==> src/rtl/core/jsd_pkg.sv <==
// ----------------------------------------------------------------------------
// jsd_pkg
// Shared types and constants for the scaled radial deadzone pipeline.
// ----------------------------------------------------------------------------
package jsd_pkg;

  localparam int SAMPLE_BITS = 16;
  localparam int FRAC_BITS   = SAMPLE_BITS - 1;
  localparam int DZ_BITS     = 15;
  localparam int SQRT_STEPS  = 16;
  localparam int DIV1_STEPS  = 16;
  localparam int DIV2_STEPS  = 17;

  localparam logic MODE_LINEAR = 1'b0;
  localparam logic MODE_RADIAL = 1'b1;

  typedef logic signed [SAMPLE_BITS-1:0] sample_t;

  // One request in flight; each cell advances its own step fields.
  typedef struct packed {
    logic                 vld;
    logic                 mode;
    logic                 neg;
    logic [14:0]          apos;
    logic [DZ_BITS-1:0]   dz;
    logic [16:0]          ua;
    logic [31:0]          sq;
    logic [15:0]          root;
    logic [17:0]          srem;
    logic                 zero;
    logic                 ovf;
    logic [15:0]          drem;
    logic [16:0]          dlow;
    logic [15:0]          dvs;
  } item_t;

endpackage

==> src/rtl/core/jsd_div_cell.sv <==
// ----------------------------------------------------------------------------
// jsd_div_cell
// One restoring division step: one quotient bit per cell.
// ----------------------------------------------------------------------------
module jsd_div_cell (
  input  logic           clk,
  input  logic           rst_n,
  input  logic           en,
  input  jsd_pkg::item_t d_i,
  output jsd_pkg::item_t q_o
);
  import jsd_pkg::*;

  item_t       q_r;
  item_t       q_nxt;
  logic [16:0] trial;
  logic        qbit;

  always_comb begin
    q_nxt = d_i;
    trial = {d_i.drem, d_i.dlow[16]};
    qbit  = (trial >= {1'b0, d_i.dvs});
    if (qbit) begin
      q_nxt.drem = 16'(trial - {1'b0, d_i.dvs});
    end else begin
      q_nxt.drem = trial[15:0];
    end
    q_nxt.dlow = {d_i.dlow[15:0], qbit};
  end

  always_ff @(posedge clk) begin
    if (!rst_n) begin
      q_r.vld <= 1'b0;
    end else if (en) begin
      q_r <= q_nxt;
    end
  end

  assign q_o = q_r;
endmodule
==> config.mk <==
export PLATFORM = sky130hd
export DESIGN_NAME = jsd_div_cell
export DESIGN_NICKNAME = d
export VERILOG_FILES = /design/src/rtl/core/jsd_pkg.sv /design/src/rtl/core/jsd_div_cell.sv
export SDC_FILE = /design/constraint.sdc
export NUM_CORES = 1
export LEC_CHECK = 0
export ABC_AREA = 1
export BUFFER_PORTS_ARGS = -buffer_cell sky130_fd_sc_hd__buf_2
export CAP_MARGIN = 0
export CORE_AREA = 2 2 129 131
export DETAILED_ROUTE_END_ITERATION = 8
export DIE_AREA = 0 0 131 133
export PLACE_DENSITY_LB_ADDON = 0.12
export SYNTH_ARGS = -nofsm -noshare
export SYNTH_HDL_FRONTEND = slang
export SYNTH_SLANG_ARGS = --single-unit
==> constraint.sdc <==
create_clock -name clk -period 5.3 [get_ports clk]
set_clock_uncertainty 0.2 [all_clocks]
set_input_delay 0.795 -clock clk [delete_from_list [all_inputs] [get_ports clk]]
set_output_delay 0.795 -clock clk [all_outputs]
set_load 0.005 [all_outputs]
Word-level counts from Yosys, hierarchy flattened
Cells that the tools add are included.
Word-level totals
  flip-flop bits (word level): 167
  bits of input ports: 170
  output and inout bits: 167
  word-level logic and storage cells: 18
Operators by class
  add/sub/neg operators: 1
  order comparisons: 1
  mux-type cells: 1
  reduce and logical (&&, ||, !) cells: 1
Operators by type and width (number)
  17-bit by 16-bit greater-or-equal comparator with 1-bit output: 1
  16-bit two-way mux: 1
  16-bit subtractor: 1
  2-bit AND reduction: 1

Logic depth before layout (Yosys ltp)
  word-level depth: 2
  gate-level depth with buffers: 14
  mapped depth without buffers: 13

Least setup slack after synthesis
No wires, ideal clock.
  path type: input-to-reg
  from: input rst_n
  to: register q_r, in the netlist q_o[0], enable pin
  library setup time: 0.518 ns
  arrival time: 4.022 ns
  required time: 4.582 ns
  setup slack: 0.560 ns
  stages: 2
  path buffers: 0
  cell sequence: nand2_1 -> inv_1
On the way
  word-level cells in the longest chain between the ends: 1
RTL lines
  start: declaration: line jsd_div_cell.sv:7  | input logic rst_n,
  2-bit AND reduction (no source line)
  end signal: assignment: line jsd_div_cell.sv:35  | q_r <= q_nxt;
  end: declaration: line jsd_div_cell.sv:14  | item_t q_r;
Every way passes these cells.
A chain may end at the register's enable or synchronous reset.

==> qor.txt <==
Outcome = complete, no violations
Sequential fraction of the synthesis area = 0.7888
RSZ-0062 raised after global routing = false
Final Util = 0.5503
Dpl cells = 996
Buffers on Ports = 336
Setup violators final = 0
Worst hold path class = input pin to flop
Leakage power = 4.111 nW
CP Class = input pin to flop
Via Count = 4544
Clock sinks = 167
CTS Hold Bufs = 0
Clk network pwr share = 0.396
Cell area after layout = 0.008900 mm2
Pins Over Slew Limit = 0
Share of cells above drive strength 1 = 0.4678
Yosys reg bits = 167
Setup TNS Final = 0 ns
Die Wd = 131 um
Num CTS Buffers = 17
CTS tree = done
Fin cells = 1030
Detailed-placement wirelength estimate = 13.03 mm
Cell Area, Placed = 0.008279 mm2
Final hold violations = 0
Largest net degree at the start of global routing = 114
# Max-Cap Violations = 0
Longest Clk Path Bufs = 2
Core region area = 0.01617 mm2
Reg power frac = 0.496
DIE AREA = 0.01742 mm2
Ports = 337
CP startpoint kind = input pin
Fmax = 355.2 MHz
Comb pwr share = 0.108
DRT Pass-1 Iters = 7
Layout area overhead = 40.27%
Via density per instance = 4.412
DRC marker count from the first detailed-route iteration = 196
Tcrit/Tclk final = 0.5311
Syn Inst Count = 441
Synthesized Nets = 628
Sw Ratio = 0.2378
Row Count = 47
Yosys synthesis warning count = 0
GRT Util Overall = 0.1893
Clk pin slew, worst setup/hold paths = 0.07 ns
Final ANT Viol Nets = 0
Pint = 2.432 mW
Drt drc = 0
Min cycle time layout = 2.815 ns
Worst slew pin tran = 1.006 ns
Distinct cell type count after synthesis = 23
WL/cell = 16.31 um
Synthesized area per cell = 14.39 um2
First-pass GRT wire length = 24.47 mm
Switching power = 758.8 uW
Power Density = 358.6 mW/mm2
Worst path cell trace = buf_2 -> inv_1 -> ha_1 -> nand2_2 -> nor2_2 -> nand3_1 -> nand3_2 -> nand2_1 -> nand2_2 -> inv_1 -> nand2_1 -> nand2_1
Cell mode on critical path = nand2_1
Htree depth = 4
Drt total wl = 16.80 mm
Postcts setup bufs = 0
Crit path max fanout = 20
Req. time, crit path = 5.27 ns
Congestion Overflow GR = 0
Crit path capture type = flop
Post-Syn Area = 0.006345 mm2
Initial antenna violation count = 3
Starting density of the core = 0.3923
RD Place Congestion = 0.9033
R2r setup slk = 4.46 ns
Filler cells = 1389
Max incr delay on CP = 0.38 ns
Die Y = 133 um
Clock root buffer = clkbuf_16
Peak supply drop = 0.2040 mV
Largest register FFs = 167
Worst Path Arrival = 2.78 ns
Clk Latency, worst-skew pair = 0.42 ns
Highest-delay cell along the critical path = ha_1
Final nets = 982
Relative slew margins = 0.3294
Vias in the first global route = 4547
Post-cts sizing count = 0
==> per-layer routing <==
metal | track usage | routed length (um) | vias up
met1 | 0.1975 | 6204 | 2120
met3 | 0.05378 | 1220 | 30
li1 | - | - | 2224
met4 | 0.08629 | 413 | 2
met2 | 0.3457 | 8946 | 168
met5 | 0 | 13 | -
==> stage by stage <==
step	setup WS (ns)	hold slack (ns)	power, mW
detailed placement	2.046	0.3521	1.961
floorplan	0.5600	0.3248	1.773
finish	2.485	0.3478	3.191
global placement	2.061	0.3317	1.956
CTS	2.494	0.3244	3.228
global route	2.205	0.3236	3.325
==> cell usage in the layout, fill, tap and decap left out, types with 2 or more instances in the layout <==
| cell | synthesis | final |
|---|---|---|
| nand3_2 | 2 | 2 |
| nand3b_1 | 2 | 2 |
| buf_4 | 0 | 2 |
| buf_2 | 0 | 336 |
| xor2_1 | 5 | 5 |
| nor2_2 | 3 | 3 |
| bufinv_16 | 0 | 2 |
| inv_1 | 62 | 61 |
| diode_2 | 0 | 2 |
| clkbuf_16 | 0 | 17 |
| nand2_1 | 121 | 121 |
| edfxtp_1 | 166 | 166 |
| a21oi_1 | 10 | 10 |
| nor3_1 | 2 | 2 |
| and2_1 | 2 | 2 |
| nor2_1 | 16 | 16 |
| clkinvlp_4 | 0 | 3 |
| nand2_2 | 2 | 2 |
| inv_8 | 0 | 4 |
| nand4_1 | 4 | 4 |
| ha_1 | 16 | 16 |
| inv_6 | 0 | 4 |
| clkinv_8 | 0 | 2 |
| nand3_1 | 17 | 17 |
| o21ai_0 | 3 | 3 |
==> Yosys cell counts <==
cell type	count	area, um2
edfxtp_1	166	4985
nand2_1	121	454.2
inv_1	62	232.7
nand3_1	17	85.08
ha_1	16	200.2
nor2_1	16	60.06
a21oi_1	10	50.05
xor2_1	5	43.79
nand4_1	4	25.02
nor2_2	3	18.77
o21ai_0	3	15.01
and2_1	2	12.51
buf_6	2	22.52
nand2_2	2	12.51
nand3_2	2	20.02
nand3b_1	2	15.01
nor3_1	2	10.01
buf_12	1	20.02
dfxtp_1	1	20.02
fa_1	1	20.02
o21bai_1	1	7.510
or2_2	1	6.260
xnor2_1	1	8.760
==> cell type report <==
type | count | area (um2) | share of cell area
Antenna cell | 2 | 5.005 | 0.0005624
Sequential cell | 167 | 5005 | 0.5624
Clock buffer | 18 | 429.2 | 0.04822
Multi-Input combinational cell | 209 | 1065 | 0.1196
Clock inverter | 14 | 186.4 | 0.02095
Inverter | 62 | 237.7 | 0.02671
Tap cell | 220 | 275.3 | 0.03093
Timing Repair Buffer | 338 | 1697 | 0.1906
==> final timing paths <==
kind                  from  cells past startpoint        to
setup / recovery    d_i[7]                     12   q_o[46]
hold / removal    d_i[151]                      1  q_o[151]
hold reg to reg   q_o[166]                      2  q_o[166]
setup reg to reg  q_o[166]                      2  q_o[166]
==> worst max-delay path, delay by kind of cell <==
family                     cells  cell delay, ns
adders and majority gates      1            0.38
buffers and inverters          3            0.49
and+or+nand+nor                8            1.09
==> power by group through the flow <==
| stage | logic (mW) | clock network [mW] | registers [mW] |
|---|---|---|---|
| floorplan | 0.139 | 0 | 1.63 |
| CTS | 0.352 | 1.29 | 1.58 |
| global route | 0.390 | 1.34 | 1.59 |
| finish | 0.346 | 1.26 | 1.58 |
| global placement | 0.346 | 0 | 1.61 |
| detailed placement | 0.350 | 0 | 1.61 |
==> cell families (layout without fill, tap and decap cells) <==
group,Yosys count,after routing,synth area share
adder cells (fa/ha/maj),17,17,0.03471
other,0,2,0
AND/OR/NAND/NOR,172,172,0.1134
buffers and inverters,65,432,0.04338
AO/OA/AOI/OAI,14,14,0.01144
flip-flops,167,167,0.7888
XOR/XNOR,6,6,0.008282
Note: power is estimated with default switching activity, not from simulation.
