$ cat config.mk
export PLATFORM = sky130hd
export DESIGN_NAME = jsd_sqrt_cell
export DESIGN_NICKNAME = d
export VERILOG_FILES = /design/src/rtl/core/jsd_pkg.sv /design/src/rtl/core/jsd_sqrt_cell.sv
export SDC_FILE = /design/constraint.sdc
export NUM_CORES = 1
export LEC_CHECK = 0
export CELL_PAD_IN_SITES_DETAIL_PLACEMENT = 1
export CELL_PAD_IN_SITES_GLOBAL_PLACEMENT = 1
export CORE_ASPECT_RATIO = 1.4
export CORE_MARGIN = 10
export CORE_UTILIZATION = 46
export CTS_BUF_LIST = sky130_fd_sc_hd__clkbuf_2
export DETAILED_ROUTE_END_ITERATION = 10
export DONT_BUFFER_PORTS = 1
export PLACE_DENSITY_LB_ADDON = 0.1
export SYNTH_ARGS = -nofsm -noshare
export SYNTH_HDL_FRONTEND = slang
export SYNTH_SLANG_ARGS = --single-unit
$ cat constraint.sdc
create_clock -name clk -period 5.1 [get_ports clk]
set_clock_uncertainty 0.2 [all_clocks]
set_input_delay 1.02 -clock clk [delete_from_list [all_inputs] [get_ports clk]]
set_output_delay 1.02 -clock clk [all_outputs]
set_load 0.05 [all_outputs]
$ cat src/rtl/core/jsd_pkg.sv
// ----------------------------------------------------------------------------
// jsd_pkg
// Shared types and constants for the scaled radial deadzone pipeline.
// ----------------------------------------------------------------------------
package jsd_pkg;

  localparam int SAMPLE_BITS = 16;
  localparam int FRAC_BITS   = SAMPLE_BITS - 1;
  localparam int DZ_BITS     = 15;
  localparam int SQRT_STEPS  = 16;
  localparam int DIV1_STEPS  = 16;
  localparam int DIV2_STEPS  = 17;

  localparam logic MODE_LINEAR = 1'b0;
  localparam logic MODE_RADIAL = 1'b1;

  typedef logic signed [SAMPLE_BITS-1:0] sample_t;

  // One request in flight; each cell advances its own step fields.
  typedef struct packed {
    logic                 vld;
    logic                 mode;
    logic                 neg;
    logic [14:0]          apos;
    logic [DZ_BITS-1:0]   dz;
    logic [16:0]          ua;
    logic [31:0]          sq;
    logic [15:0]          root;
    logic [17:0]          srem;
    logic                 zero;
    logic                 ovf;
    logic [15:0]          drem;
    logic [16:0]          dlow;
    logic [15:0]          dvs;
  } item_t;

endpackage

$ cat src/rtl/core/jsd_sqrt_cell.sv
// ----------------------------------------------------------------------------
// jsd_sqrt_cell
// One restoring square-root step: retires two radicand bits per cell.
// ----------------------------------------------------------------------------
module jsd_sqrt_cell (
  input  logic           clk,
  input  logic           rst_n,
  input  logic           en,
  input  jsd_pkg::item_t d_i,
  output jsd_pkg::item_t q_o
);
  import jsd_pkg::*;

  item_t       q_r;
  item_t       q_nxt;
  logic [19:0] trial;
  logic [19:0] tst;

  always_comb begin
    q_nxt = d_i;
    trial = {d_i.srem, d_i.sq[31:30]};
    tst   = {2'b00, d_i.root, 2'b01};
    q_nxt.sq = {d_i.sq[29:0], 2'b00};
    if (trial >= tst) begin
      q_nxt.srem = 18'(trial - tst);
      q_nxt.root = {d_i.root[14:0], 1'b1};
    end else begin
      q_nxt.srem = trial[17:0];
      q_nxt.root = {d_i.root[14:0], 1'b0};
    end
  end

  always_ff @(posedge clk) begin
    if (!rst_n) begin
      q_r.vld <= 1'b0;
    end else if (en) begin
      q_r <= q_nxt;
    end
  end

  assign q_o = q_r;
endmodule

* Word level (Yosys, flattened, before mapping) *
Cells that the tools add are included.

storage, ports and cells
  word-level logic and storage cells = 18
  flip-flop bits (word level) = 165
  output and inout port bits = 167
  bits of input ports = 170

cells by class
  $add $sub $neg = 1
  magnitude comparators = 1
  reduce and logical (&&, ||, !) cells = 1
  multiplexer cells = 1

operator list
  kind               number
  $ge A20 B18 Y1     1
  $mux W19           1
  $sub A18 B18 Y18   1
  $reduce_and A2 Y1  1

* Logic depth before layout (Yosys ltp) *
  word-level depth = 2
  depth in mapped cells = 11
  mapped depth without buffers = 8

* Worst setup path after synthesis *
No wires, ideal clock.

  path type = input to register
  start point = in en
  end point = reg q_r, in the netlist q_o[0], enable pin
  required time = 4357 ps
  stages = 1
  path buffers = 0
  arrival = 4755 ps
  slack = -398 ps
  setup time = 543 ps
  cell sequence = and2_1

between the ends
  cells in the longest elaborated chain, start to end = 1

RTL lines
  item                                RTL line             text
  start: declaration                  jsd_sqrt_cell.sv:8   input logic en,
  $reduce_and A2 Y1 (no source line)  n/a
  end signal: assignment              jsd_sqrt_cell.sv:37  q_r <= q_nxt;
  end: declaration                    jsd_sqrt_cell.sv:14  item_t q_r;

Every way passes these cells.
A chain may end at the register's enable or synchronous reset.

==> summary.md <==
| Metric | Value |
|---|---|
| Filler cells | 1245 |
| Post-synth ARST share | 0% |
| I/O pin cnt | about 340 |
| Via density | around 5.5 |
| Core Rows | 50 |
| Core ar. | 13450 um^2 |
| CTS Sinks | 165 |
| Initial DRC count | 299 |
| Fin crit share | 63.93% |
| Crit path kind | input pin to flip-flop |
| CP Data Arrival Time | between 3000 and 4000 ps |
| H-Tree Depth | 4 |
| Hold Path Class | input pin to flip-flop |
| Final hold vios | 0 |
| Max FFs per register | about 170 |
| CTS tree | yes |
| Largest net degree at the start of global routing | between 60 and 70 |
| Clk_lat worst skew | 650 ps |
| Critical Path Source Type | input pin |
| GRT overflow | 0 |
| Syn Area/Cell | 18.66 um^2 |
| DR vias | about 3000 |
| Max IR drop VDD | 0.0001851 V |
| Setup violators final | 0 |
| CP Max Fanout | 12 |
| Max-cap violations | 0 |
| Die Span Y | 158.7 um |
| Post-Synthesis Cells | 339 |
| Reg clk slew, reported paths | 280 ps |
| Storage element area | 4945 um^2 |
| Crit. End Element | flip-flop |
| Final wirelength | 18390 um |
| Worst R2R Start | q_o[166] |
| Area Growth Syn to Fin | 6.766% |
| Nets | roughly 540 |
| CP top delay family | compound AO/OA/AOI/OAI gates |
| Worst path bufs/invs | 2 |
| Share of cells above drive strength 1 | 16.58% |
| Mapped Area | 6325 um^2 |
| CTS Hold Bufs | 0 |
| Yosys warns | 0 |
| Hold Crit Start | d_i[9] |
| Final min period | 3260 ps |
| WHS Endpoint | q_o[9] |
| R2R setup slack | 3890 ps |
| Unrepaired setup endpoints after global routing | false |
| EDFF count, synth | 164 |
| Primary FF master, synth | edfxtp_1 |
| Hold Crit Depth | 0 |
| # resized after CTS | 0 |
| Full die area | 18910 um^2 |
| Crit-path max cell delay | 580 ps |
| Req. time, crit path | around 5400 ps |
| Initial Utilization | around 47% |
| Final Max Slew Viols | 0 |
| Worst-Margin Slew | 771.9 ps |
| Fin Setup TNS | 0 ps |
| FMAX | 306.7 MHz |
| Pleak | 2.307 nW |
| First-pass GRT wire length | between 20000 and 30000 um |
| Remaining antenna violation count | 0 |
| All-Layer GR Usage | 18.66% |
| Max-Slew Margin vs Limit | 48.54% |
| CTS max path bufs | 2 |
| Outcome | finished, final reports clean |
| Initial antenna violation count | 3 |
| Synth unique cells | 53 |
| R2R Path End | q_o[166] |
| Sequential share of the synthesized area | 78.18% |
| Worst Reg-to-Reg Cells | 2 |
| Die Wd | roughly 120 um |
| Setup bufs post-CTS | 0 |
| # DRC | 0 |
| WL/cell | 33.32 um |
| Critical Path Slowest Stage Cell | a22o_1 |
| Vias in the first global route | 3167 |
| Post-synthesis register bit count | 165 |
| Pwr dens | between 400 and 500 nW/um^2 |
| WHS | 205.2 ps |
| Drt first pass iters | 4 |
| DP Wirelength | 15140 um |
| Multi-input logic area | roughly 1200 um^2 |
| Total CTS buffers | 17 |
| Final GP Congestion | 0.8072 |
| Clk root buf | clkbuf_2 |
| Crit-path cells | inv_1, ha_1, a21oi_4, o21ai_2, a311o_1, a31oi_2, a22o_1, buf_4, mux2_4 |
| Port Buffers | 0 |
[stage by stage]
stage	worst slack (ps)	instance area, um^2	instances	total power [mW]	util [%]
after floorplan	1409	6330	340	2.186	-
after global placement	1159	6505	518	2.248	48.36
after detailed placement	1032	6505	518	2.253	48.36
after CTS	1833	6748	550	2.931	50.17
after global routing	1758	6753	552	3.024	50.20
final	1840	6753	552	2.890	50.20
[metal layers]
metal  part of all wire, %  vias to the layer above  track usage, %
met3                   9.8                       12           8.508
met4                   1.3                        2           5.624
li1                      -                     1340               -
met2                    57                      169           35.22
met5                  0.11                        -               0
met1                    32                     1499           17.09
[final cells by class]
| cell class | instances | share of cell area, % |
|---|---|---|
| inverter | 22 | 1.223 |
| clock inverter | 15 | 2.335 |
| tap | 182 | 3.372 |
| multi-input combinational | 145 | 17.88 |
| timing repair buffer | 4 | 0.6300 |
| sequential | 165 | 73.23 |
| antenna | 2 | 0.07412 |
| clock buffer | 17 | 1.260 |
[cell families after synthesis]
kind of cell               count (synthesis)  share of synthesized area (%)
buffers and inverters                     30                          2.829
adders and majority gates                 18                          3.561
xor gates and xnor gates                  15                          2.077
AOI/OAI and AO/OA                         49                          6.093
DFF                                      165                          78.18
other                                      1                        0.05929
muxes                                     18                          3.581
and+or+nand+nor                           43                          3.620
[report_power, final]
group,total [mW],internal (mW),switching (mW)
combinational,0.214,0.0938,0.120
clock,0.676,0.162,0.514
sequential,2.00,1.62,0.385
[cell usage after synthesis, types with 2 or more instances]
cell type / count / area share [%]
a211oi_1: 2 / 0.24
a21oi_1: 10 / 0.79
a21oi_4: 3 / 0.77
a22o_1: 2 / 0.28
and3_2: 2 / 0.24
buf_4: 2 / 0.24
buf_6: 3 / 0.53
clkbuf_8: 2 / 0.44
edfxtp_1: 164 / 78
ha_1: 18 / 3.6
inv_1: 22 / 1.3
mux2_2: 9 / 1.6
mux2_4: 7 / 1.7
mux2i_1: 2 / 0.32
nand2_1: 13 / 0.77
nand2b_1: 2 / 0.20
nand3_1: 3 / 0.24
nand4_1: 4 / 0.40
nor2_1: 7 / 0.42
nor2b_1: 4 / 0.40
nor3_1: 2 / 0.16
o211ai_1: 2 / 0.24
o21a_1: 3 / 0.36
o21ai_0: 7 / 0.55
o21bai_1: 3 / 0.36
xnor2_1: 12 / 1.7
xor2_1: 3 / 0.42
[cell usage in the layout, fill, tap and decap left out, types with 3 or more instances in the layout]
cell type | synthesis | layout
nand2_1 | 13 | 13
nand4_1 | 4 | 4
mux2_2 | 9 | 9
nor2b_1 | 4 | 4
o21ai_0 | 7 | 7
xnor2_1 | 12 | 12
ha_1 | 18 | 18
o21a_1 | 3 | 3
edfxtp_1 | 164 | 164
a21oi_1 | 10 | 10
xor2_1 | 3 | 3
buf_4 | 2 | 3
mux2_4 | 7 | 7
nand3_1 | 3 | 3
a21oi_4 | 3 | 3
o21bai_1 | 3 | 3
clkbuf_2 | 0 | 17
nor2_1 | 7 | 7
inv_1 | 22 | 22
inv_6 | 0 | 5
inv_8 | 0 | 4
clkinv_8 | 0 | 3
[worst max path at each step]
stage                        from      end  slack (ps)  cells past startpoint
after floorplan             rst_n   q_o[0]        1410                      1
after global placement    d_i[76]  q_o[65]        1160                      9
after detailed placement  d_i[76]  q_o[62]        1030                      9
after CTS                 d_i[76]  q_o[62]        1830                      9
after global routing      d_i[76]  q_o[66]        1760                      9
final                     d_i[76]  q_o[62]        1840                      9
(Power assumes the default switching activity.)
